$ cat config.mk
export PLATFORM = sky130hd
export DESIGN_NAME = cppm_channel_decoder
export DESIGN_NICKNAME = d
export VERILOG_FILES = /design/src/sv/cppm_pkg.sv /design/src/sv/cppm_channel_decoder.sv
export SDC_FILE = /design/constraint.sdc
export NUM_CORES = 2
export LEC_CHECK = 0
export BUFFER_PORTS_ARGS = -buffer_cell sky130_fd_sc_hd__buf_2
export CAP_MARGIN = 20
export CORE_MARGIN = 5
export CORE_UTILIZATION = 50
export CTS_CLUSTER_SIZE = 20
export DETAILED_ROUTE_END_ITERATION = 8
export GPL_TIMING_DRIVEN = 0
export PLACE_DENSITY = 0.62
export SLEW_MARGIN = 20
export SYNTH_ARGS = -nofsm -noshare
export SYNTH_HDL_FRONTEND = slang
export SYNTH_SLANG_ARGS = --single-unit
$ cat constraint.sdc
create_clock -name clk -period 10.7 [get_ports clk]
set_input_delay 0.535 -clock clk [delete_from_list [all_inputs] [get_ports clk]]
set_output_delay 0.535 -clock clk [all_outputs]
set_load 0.05 [all_outputs]
$ cat src/sv/cppm_pkg.sv
// shared types and constants of the cppm channel decoder
package cppm_pkg;

    // request kinds carried on req_type
    localparam logic REQ_EDGE = 1'b0;
    localparam logic REQ_READ = 1'b1;

    // configuration register indexes
    localparam logic [2:0] REG_SYNC_THRESHOLD = 3'd0;
    localparam logic [2:0] REG_RESYNC_LIMIT   = 3'd1;
    localparam logic [2:0] REG_MIN_WIDTH      = 3'd2;
    localparam logic [2:0] REG_MAX_WIDTH      = 3'd3;
    localparam logic [2:0] REG_RAMP_RATE      = 3'd4;
    localparam logic [2:0] REG_RAMP_ENABLE    = 3'd5;
    localparam logic [2:0] REG_OFFSET_ENABLE  = 3'd6;
    localparam logic [2:0] REG_OUTPUT_OFFSET  = 3'd7;

    localparam int CFG_IDX_W  = 3;
    localparam int CFG_DATA_W = 16;
    localparam int WIDTH_W    = 16;
    localparam int TIME_W     = 32;
    localparam int CHAN_W     = 4;
    localparam int CHAN_DEPTH = 16;

    // channel value seen before any ramp update
    localparam logic [WIDTH_W-1:0] MID_PULSE = 16'd1500;

    // ramp limiter: delta = ramp_rate * elapsed / RAMP_PERIOD_US
    localparam int RAMP_PERIOD_US = 20000;
    localparam int PROD_W         = WIDTH_W + TIME_W;
    // a product below PROD_SAT fits in this many bits
    localparam int REM_W          = 31;
    // product at or above this gives a delta that no longer limits anything
    localparam logic [PROD_W-1:0] PROD_SAT = 48'(RAMP_PERIOD_US * 65535);

    // divide by 20000 as a shift by 5 and a divide by 625
    localparam int PRE_SHIFT   = 5;
    localparam int RED_W       = REM_W - PRE_SHIFT;
    // ceil(2^34 / 625), exact for every dividend below 2^26
    localparam int RECIP_SHIFT = 34;
    localparam int RECIP_W     = 25;
    localparam logic [RECIP_W-1:0] RECIP_625 = 25'd27487791;
    localparam int QPROD_W     = RED_W + RECIP_W;

    typedef struct packed {
        logic [WIDTH_W-1:0] sync_threshold;
        logic [7:0]         resync_limit;
        logic [WIDTH_W-1:0] min_width;
        logic [WIDTH_W-1:0] max_width;
        logic [WIDTH_W-1:0] ramp_rate;
        logic               ramp_enable;
        logic               offset_enable;
        logic [WIDTH_W-1:0] output_offset;
    } cfg_t;

    localparam cfg_t CFG_RESET = '{
        sync_threshold: 16'd3000,
        resync_limit:   8'd16,
        min_width:      16'd1000,
        max_width:      16'd2000,
        ramp_rate:      16'd100,
        ramp_enable:    1'b0,
        offset_enable:  1'b0,
        output_offset:  16'd0
    };

endpackage

$ cat src/sv/cppm_channel_decoder.sv
// cppm_channel_decoder: combined ppm decoder top level with slot ring and channel memories
// An edge word is written into the slot ring and gives no result. A read word makes k
// single-slot sync advances (at most resync_limit, one per cycle through the ring memory
// read port) and w CHANNEL_SLOTS subtractions to wrap sync + channel (zero for any
// channel below CHANNEL_SLOTS - sync), then fetches the slot and writes the result. The
// ramp limiter adds a multiply, a divide by 20000 through a reciprocal multiply and an
// update step. A result waits in an output register, and the block takes new words while
// it waits; a second read result holds in the last stage until the first is taken. No
// clearing pass is needed after reset: slots and channel entries carry valid bits.
module cppm_channel_decoder #(
    parameter int CHANNEL_SLOTS = 16
) (
    input  logic                                clk,
    input  logic                                rst_n,
    input  logic                                in_valid,
    output logic                                in_ready,
    input  logic                                req_type,
    input  logic [cppm_pkg::TIME_W-1:0]         time_us,
    input  logic [cppm_pkg::CHAN_W-1:0]         channel,
    output logic                                out_valid,
    input  logic                                out_ready,
    output logic [cppm_pkg::WIDTH_W-1:0]        pulse_width,
    input  logic                                cfg_write,
    input  logic [cppm_pkg::CFG_IDX_W-1:0]      cfg_index,
    input  logic [cppm_pkg::CFG_DATA_W-1:0]     cfg_data
);
    import cppm_pkg::*;

    localparam int SLOT_W = $clog2(CHANNEL_SLOTS);
    localparam int SUM_W  = $clog2(CHANNEL_SLOTS + 15);
    localparam logic [SLOT_W-1:0] LAST_SLOT = SLOT_W'(CHANNEL_SLOTS - 1);
    localparam logic [SUM_W-1:0]  RING_LEN  = SUM_W'(CHANNEL_SLOTS);

    // state codes
    localparam logic [3:0] S_IDLE  = 4'd0;
    localparam logic [3:0] S_SEEK  = 4'd1;
    localparam logic [3:0] S_WRAP  = 4'd2;
    localparam logic [3:0] S_FETCH = 4'd3;
    localparam logic [3:0] S_MUL   = 4'd4;
    localparam logic [3:0] S_PREP  = 4'd5;
    localparam logic [3:0] S_LIMIT = 4'd7;
    localparam logic [3:0] S_FINAL = 4'd8;

    // control state
    logic [3:0]          state_reg, state_next;
    logic [SLOT_W-1:0]   sync_reg, sync_next;
    logic [SLOT_W-1:0]   wslot_reg, wslot_next;
    logic [WIDTH_W-1:0]  last_edge_reg, last_edge_next;
    logic [7:0]          seek_cnt_reg, seek_cnt_next;
    logic                out_valid_reg, out_valid_next;
    cfg_t                cfg_reg, cfg_next;

    // datapath registers
    logic [CHAN_W-1:0]   chan_reg, chan_next;
    logic [TIME_W-1:0]   time_reg, time_next;
    logic [SUM_W-1:0]    slot_sum_reg, slot_sum_next;
    logic [WIDTH_W-1:0]  val_reg, val_next;
    logic [PROD_W-1:0]   prod_reg, prod_next;
    logic [WIDTH_W-1:0]  q_reg, q_next;
    logic                sat_reg, sat_next;
    logic [WIDTH_W-1:0]  out_data_reg, out_data_next;

    // slot ring memory
    logic [WIDTH_W-1:0]        ring_mem [CHANNEL_SLOTS];
    logic [CHANNEL_SLOTS-1:0]  ring_vld_reg;
    logic [WIDTH_W-1:0]        ring_rdata_reg;
    logic                      ring_rvld_reg;
    logic [SLOT_W-1:0]         ring_raddr;
    logic                      ring_we;
    logic [WIDTH_W-1:0]        ring_wdata;

    // per-channel ramp memories
    logic [WIDTH_W-1:0]        prev_mem [CHAN_DEPTH];
    logic [TIME_W-1:0]         time_mem [CHAN_DEPTH];
    logic [CHAN_DEPTH-1:0]     chan_vld_reg;
    logic [WIDTH_W-1:0]        prev_rdata_reg;
    logic [TIME_W-1:0]         time_rdata_reg;
    logic                      chan_rvld_reg;
    logic [CHAN_W-1:0]         chan_raddr;
    logic                      chan_we;

    // datapath helpers
    logic                      in_fire;
    logic [WIDTH_W-1:0]        ring_word;
    logic [WIDTH_W-1:0]        prev_word;
    logic [TIME_W-1:0]         last_read;
    logic [TIME_W-1:0]         elapsed;
    logic [SLOT_W-1:0]         sync_inc;
    logic [QPROD_W-1:0]        quot_prod;
    logic [WIDTH_W-1:0]        delta;
    logic [WIDTH_W-1:0]        ramp_lo;
    logic [WIDTH_W:0]          ramp_hi_sum;
    logic [WIDTH_W-1:0]        ramp_hi;
    logic [WIDTH_W-1:0]        clamped;
    logic [WIDTH_W:0]          offset_sum;
    logic [WIDTH_W-1:0]        final_word;

    assign in_ready    = (state_reg == S_IDLE);
    assign in_fire     = in_valid && in_ready;
    assign out_valid   = out_valid_reg;
    assign pulse_width = out_data_reg;

    // memory read views with reset values for unwritten entries
    assign ring_word = ring_rvld_reg ? ring_rdata_reg : '0;
    assign prev_word = chan_rvld_reg ? prev_rdata_reg : MID_PULSE;
    assign last_read = chan_rvld_reg ? time_rdata_reg : '0;
    assign elapsed   = time_reg - last_read;
    assign sync_inc  = (sync_reg == LAST_SLOT) ? '0 : sync_reg + 1'b1;

    // divide by 20000: drop five bits, then multiply by the reciprocal of 625
    assign quot_prod = QPROD_W'(prod_reg[REM_W-1:PRE_SHIFT]) * QPROD_W'(RECIP_625);

    // ramp bounds around the previous output
    assign delta       = sat_reg ? '1 : q_reg;
    assign ramp_lo     = (delta >= prev_word) ? '0 : prev_word - delta;
    assign ramp_hi_sum = {1'b0, prev_word} + {1'b0, delta};
    assign ramp_hi     = ramp_hi_sum[WIDTH_W] ? '1 : ramp_hi_sum[WIDTH_W-1:0];

    // clamp and saturating offset
    always_comb
    begin
        if (val_reg < cfg_reg.min_width)
        begin
            clamped = cfg_reg.min_width;
        end
        else if (val_reg > cfg_reg.max_width)
        begin
            clamped = cfg_reg.max_width;
        end
        else
        begin
            clamped = val_reg;
        end
        offset_sum = {1'b0, clamped} + {1'b0, cfg_reg.output_offset};
        if (!cfg_reg.offset_enable)
        begin
            final_word = clamped;
        end
        else if (offset_sum[WIDTH_W])
        begin
            final_word = '1;
        end
        else
        begin
            final_word = offset_sum[WIDTH_W-1:0];
        end
    end

    // configuration writes
    always_comb
    begin
        cfg_next = cfg_reg;
        if (cfg_write)
        begin
            case (cfg_index)
                REG_SYNC_THRESHOLD: cfg_next.sync_threshold = cfg_data;
                REG_RESYNC_LIMIT:   cfg_next.resync_limit   = cfg_data[7:0];
                REG_MIN_WIDTH:      cfg_next.min_width      = cfg_data;
                REG_MAX_WIDTH:      cfg_next.max_width      = cfg_data;
                REG_RAMP_RATE:      cfg_next.ramp_rate      = cfg_data;
                REG_RAMP_ENABLE:    cfg_next.ramp_enable    = cfg_data[0];
                REG_OFFSET_ENABLE:  cfg_next.offset_enable  = cfg_data[0];
                REG_OUTPUT_OFFSET:  cfg_next.output_offset  = cfg_data;
                default:            cfg_next = cfg_reg;
            endcase
        end
    end

    // sequencer
    always_comb
    begin
        state_next     = state_reg;
        sync_next      = sync_reg;
        wslot_next     = wslot_reg;
        last_edge_next = last_edge_reg;
        seek_cnt_next  = seek_cnt_reg;
        chan_next      = chan_reg;
        time_next      = time_reg;
        slot_sum_next  = slot_sum_reg;
        val_next       = val_reg;
        prod_next      = prod_reg;
        q_next         = q_reg;
        sat_next       = sat_reg;
        out_data_next  = out_data_reg;
        out_valid_next = out_valid_reg && !out_ready;
        ring_raddr     = sync_reg;
        ring_we        = 1'b0;
        ring_wdata     = time_us[WIDTH_W-1:0] - last_edge_reg;
        chan_raddr     = chan_reg;
        chan_we        = 1'b0;

        case (state_reg)
            S_IDLE:
            begin
                chan_raddr = channel;
                if (in_fire)
                begin
                    if (req_type == REQ_EDGE)
                    begin
                        ring_we        = 1'b1;
                        last_edge_next = time_us[WIDTH_W-1:0];
                        wslot_next     = (wslot_reg == LAST_SLOT) ? '0 : wslot_reg + 1'b1;
                    end
                    else
                    begin
                        chan_next     = channel;
                        time_next     = time_us;
                        seek_cnt_next = '0;
                        state_next    = S_SEEK;
                    end
                end
            end

            // one sync advance per cycle, read of the next slot issued ahead
            S_SEEK:
            begin
                if ((seek_cnt_reg == cfg_reg.resync_limit) ||
                    (ring_word > cfg_reg.sync_threshold))
                begin
                    slot_sum_next = SUM_W'(sync_reg) + SUM_W'(chan_reg);
                    state_next    = S_WRAP;
                end
                else
                begin
                    sync_next     = sync_inc;
                    ring_raddr    = sync_inc;
                    seek_cnt_next = seek_cnt_reg + 1'b1;
                end
            end

            // reduce sync + channel into the ring
            S_WRAP:
            begin
                if (slot_sum_reg >= RING_LEN)
                begin
                    slot_sum_next = slot_sum_reg - RING_LEN;
                end
                else
                begin
                    ring_raddr = slot_sum_reg[SLOT_W-1:0];
                    state_next = S_FETCH;
                end
            end

            S_FETCH:
            begin
                val_next   = ring_word;
                state_next = cfg_reg.ramp_enable ? S_MUL : S_FINAL;
            end

            S_MUL:
            begin
                prod_next  = PROD_W'(cfg_reg.ramp_rate) * PROD_W'(elapsed);
                state_next = S_PREP;
            end

            // quotient by 20000, or saturation when it no longer limits
            S_PREP:
            begin
                sat_next   = (prod_reg >= PROD_SAT);
                q_next     = quot_prod[RECIP_SHIFT +: WIDTH_W];
                state_next = S_LIMIT;
            end

            // bound the change and write the channel entry back
            S_LIMIT:
            begin
                if (val_reg < ramp_lo)
                begin
                    val_next = ramp_lo;
                end
                else if (val_reg > ramp_hi)
                begin
                    val_next = ramp_hi;
                end
                chan_we    = 1'b1;
                state_next = S_FINAL;
            end

            S_FINAL:
            begin
                if (!out_valid_reg || out_ready)
                begin
                    out_data_next  = final_word;
                    out_valid_next = 1'b1;
                    state_next     = S_IDLE;
                end
            end

            default:
            begin
                state_next = S_IDLE;
            end
        endcase
    end

    // control registers
    always_ff @(posedge clk or negedge rst_n)
    begin
        if (!rst_n)
        begin
            state_reg     <= S_IDLE;
            sync_reg      <= '0;
            wslot_reg     <= '0;
            last_edge_reg <= '0;
            seek_cnt_reg  <= '0;
            out_valid_reg <= 1'b0;
            cfg_reg       <= CFG_RESET;
            ring_vld_reg  <= '0;
            ring_rvld_reg <= 1'b0;
            chan_vld_reg  <= '0;
            chan_rvld_reg <= 1'b0;
        end
        else
        begin
            state_reg     <= state_next;
            sync_reg      <= sync_next;
            wslot_reg     <= wslot_next;
            last_edge_reg <= last_edge_next;
            seek_cnt_reg  <= seek_cnt_next;
            out_valid_reg <= out_valid_next;
            cfg_reg       <= cfg_next;
            ring_rvld_reg <= ring_vld_reg[ring_raddr];
            chan_rvld_reg <= chan_vld_reg[chan_raddr];
            if (ring_we)
            begin
                ring_vld_reg[wslot_reg] <= 1'b1;
            end
            if (chan_we)
            begin
                chan_vld_reg[chan_reg] <= 1'b1;
            end
        end
    end

    // datapath registers
    always_ff @(posedge clk)
    begin
        chan_reg     <= chan_next;
        time_reg     <= time_next;
        slot_sum_reg <= slot_sum_next;
        val_reg      <= val_next;
        prod_reg     <= prod_next;
        q_reg        <= q_next;
        sat_reg      <= sat_next;
        out_data_reg <= out_data_next;
    end

    // slot ring memory
    always_ff @(posedge clk)
    begin
        if (ring_we)
        begin
            ring_mem[wslot_reg] <= ring_wdata;
        end
        ring_rdata_reg <= ring_mem[ring_raddr];
    end

    // channel memories
    always_ff @(posedge clk)
    begin
        if (chan_we)
        begin
            prev_mem[chan_reg] <= val_next;
            time_mem[chan_reg] <= time_reg;
        end
        prev_rdata_reg <= prev_mem[chan_raddr];
        time_rdata_reg <= time_mem[chan_raddr];
    end

endmodule

==> results.yml <==
yosys:
  netlist.top_cell.by_area: "edfxtp_1"
  synth_top_area_share_pct: 38.88
  synthTopCellsByArea: "edfxtp_1, fa_1, ha_1, mux4_2, inv_1"
  synth_cells: 7087
  synth_edf_count: 1141
  syn_area_per_cell_um2: 12.43
  synthArstFlopShare_pct: 11.65
  synthesis.area_mm2: 0.08812
  synth_compound_area_share_pct: 6.979
  ys_warn_count: 0
  synthAdderAreaFrac_pct: 24.17
  synth_top_family_by_area: "adder cells"
  synth_simple_gate_area_share_pct: 9.252
  synthMuxAreaShare_pct: 6.866
  ys.flop_type: "edfxtp_1"
  synth-seq-cells: 1382
  synthXorXnorAreaFrac_pct: 1.480
  synth.distinct_cells: 101
  syn_nets: 8424
  ys_seq_area_share_pct: 45.30
worst_setup_path:
  r2r-end: "prod_reg[47]"
  r2r_cells: 38
  r2r_setup_slack_ps: 330
  max_stage_delay_ps: 580
  critPathCaptureType: "flip-flop"
  cp_common_cell: "fa_1"
  slowest_stage: "fa_1"
  cp_max_fo: 10
  cp_data_required_time_ps: 11230
  cp.arrival_ps: 10900
  r2r-start: "chan_rvld_reg"
  setup.worst_path.start: "chan_rvld_reg"
  path_class: "reg2reg"
  start_kind: "flip-flop"
finish:
  num-fill-cells: 14560
  top_regs: "time_mem (512), prev_mem (256), ring_mem (256)"
  largest_reg_flops: 512
  final_cells: 9913
  syn2layout_area_growth_pct: 11.96
  layout-drive-gt1-share_pct: 13.30
  multi_input_area_mm2: 0.04366
  seq_area_mm2: 0.03992
  layout.nets: 8786
  top_register: "time_mem"
clock_tree:
  cts_tree: "yes"
  cts_buffer_depth: 3
  cts.sinks: 1382
  cts_buffers: 146
  cts-root-buf: "clkbuf_16"
  path_clk_slew_ps: 60
  clock_latency_ps: 810
  ctsHtreeMaxLevel: 4
route:
  wl_per_cell_um: 23.61
  drt_iter0_markers: 4848
  wirelength_mm: 234.0
  routed-via-count: 56260
  via_per_inst: 5.675
  drtPass1Iterations: 5
  antenna_left: 0
  drc: 0
sta:
  min_period_ps: 10370
  worst_pin_slew_ps: 1079
  timing.fmax_ghz: 0.09646
  finalHoldViolCount: 0
  finalMaxSlewViolations: 0
  period_share_pct: 96.89
  setup_viol: 0
  slew_headroom_pct: 27.89
  worst_clock_skew_ps: 52.76
floorplan:
  initial_core_util_pct: 50.15
  die_x_um: 429.8
  die_area_mm2: 0.1847
  rows: 154
  boundaryPins: 79
  dieHeight_um: 429.8
  coreArea_mm2: 0.1757
min_path:
  min_path_cells: 3
  hp-start: "time_us[15]"
  min_to: "last_edge_reg[15]"
  min_path_type: "in2reg"
job:
  cap_violations: 0
place:
  dp.cells: 9599
  hpwl_mm: 179.0
  gp_congestion: 0.9289
  io_buffers: 76
grt:
  grt_pass1_vias: 58130
  grt_usage_pct: 25.34
  antenna_found_initial: 5
  grt_max_degree: 95
  grt_overflow: 0
  grt_pass1_wl_mm: 356.7
status:
  status: "finished, final reports clean"
[synth_stat cells, types with 94 or more instances]
| cell type | number |
|---|---|
| nor2_1 | 235 |
| dfrtp_1 | 138 |
| nand2_1 | 733 |
| a31oi_1 | 97 |
| xnor2_1 | 94 |
| a21oi_1 | 171 |
| inv_1 | 1033 |
| clkbuf_1 | 222 |
| fa_1 | 711 |
| edfxtp_1 | 1141 |
| and2_1 | 254 |
| mux4_2 | 196 |
| o21ai_0 | 155 |
| ha_1 | 565 |
| mux2_2 | 100 |
[per-layer routing]
metal / vias up / share of wire (%) / global-route usage [%]
li1: 25220 / - / -
met4: 0 / 3.6 / 8.505
met5: - / 0 / 0
met2: 1817 / 49 / 42.34
met1: 28840 / 41 / 34.13
met3: 392 / 6.1 / 3.972
[metrics by stage]
step | TNS [ps] | setup slack (ps) | area [µm²] | hold WS, ps | util (%)
final | 0 | 332.7 | 98660 | 56.11 | 56.14
after global placement | -15440 | -1209 | 91430 | 445.7 | 52.03
after detailed placement | -15740 | -1293 | 93090 | 447.6 | 52.98
after floorplan | 0 | 1462 | 88120 | 239.4 | -
after global routing | -7.739 | -7.739 | 98650 | 33.25 | 56.14
after CTS | 0 | 20.97 | 98450 | 13.22 | 56.02
[worst max path at each step]
stage	endpoint	slack, ps
6_report	prod_reg[47]	330
5_1_grt	prod_reg[47]	-8
4_1_cts	prod_reg[47]	20
3_5_place_dp	prod_reg[47]	-1290
3_3_place_gp	prod_reg[47]	-1210
2_1_floorplan	prod_reg[47]	1460
[area by class of cell]
type / instances / area share, %
repair buffers: 221 / 2.104
inverters: 1036 / 3.944
clock buffers: 209 / 4.135
multi-input cells: 4350 / 44.26
flip-flops and latches: 1382 / 40.46
clock inverters: 59 / 0.7368
plain buffers: 312 / 1.384
well taps: 2340 / 2.968
diodes: 4 / 0.01015
[cells by family after synthesis]
kind of cell | Yosys count
compound gates | 902
xor+xnor | 148
fa+ha+maj | 1276
buf+inv | 1355
flops | 1382
mux | 347
simple gates | 1677
[worst max-delay path: cells and delay by family (launching register included)]
family                     cells  cell delay [ps]
AOI/OAI and AO/OA             15             3580
buffers and inverters          8             1260
xor gates and xnor gates       2              530
DFF                            1              360
adders and majority gates      8             3770
and+or+nand+nor                5              570
[repair_timing]
action                     4_1_cts  5_1_grt
pin swaps                        1        6
setup endpoints to repair       25       10
hold buffers                    36        0
hold endpoints to repair       107        0
buffers inserted                 3       10
gates cloned                     0        0
gates resized for setup         34       28
[placed cells by master, fill, tap and decap left out, types with 54 or more instances in the layout]
cell type  instances
edfxtp_1        1141
inv_1           1032
nand2_1          733
fa_1             711
ha_1             565
and2_1           254
clkbuf_1         246
nor2_1           202
mux4_2           196
a21oi_1          167
o21ai_0          154
clkbuf_16        146
buf_2            141
dfrtp_1          138
mux2_2           100
a31oi_1           96
dfxtp_1           80
xnor2_1           74
a21o_1            69
a211oi_1          69
nand3_1           65
or2_2             60
buf_4             60
nor2b_1           54
Power is not shown: default switching activity piles up to over one toggle a cycle in this logic, so the estimate is an artifact.
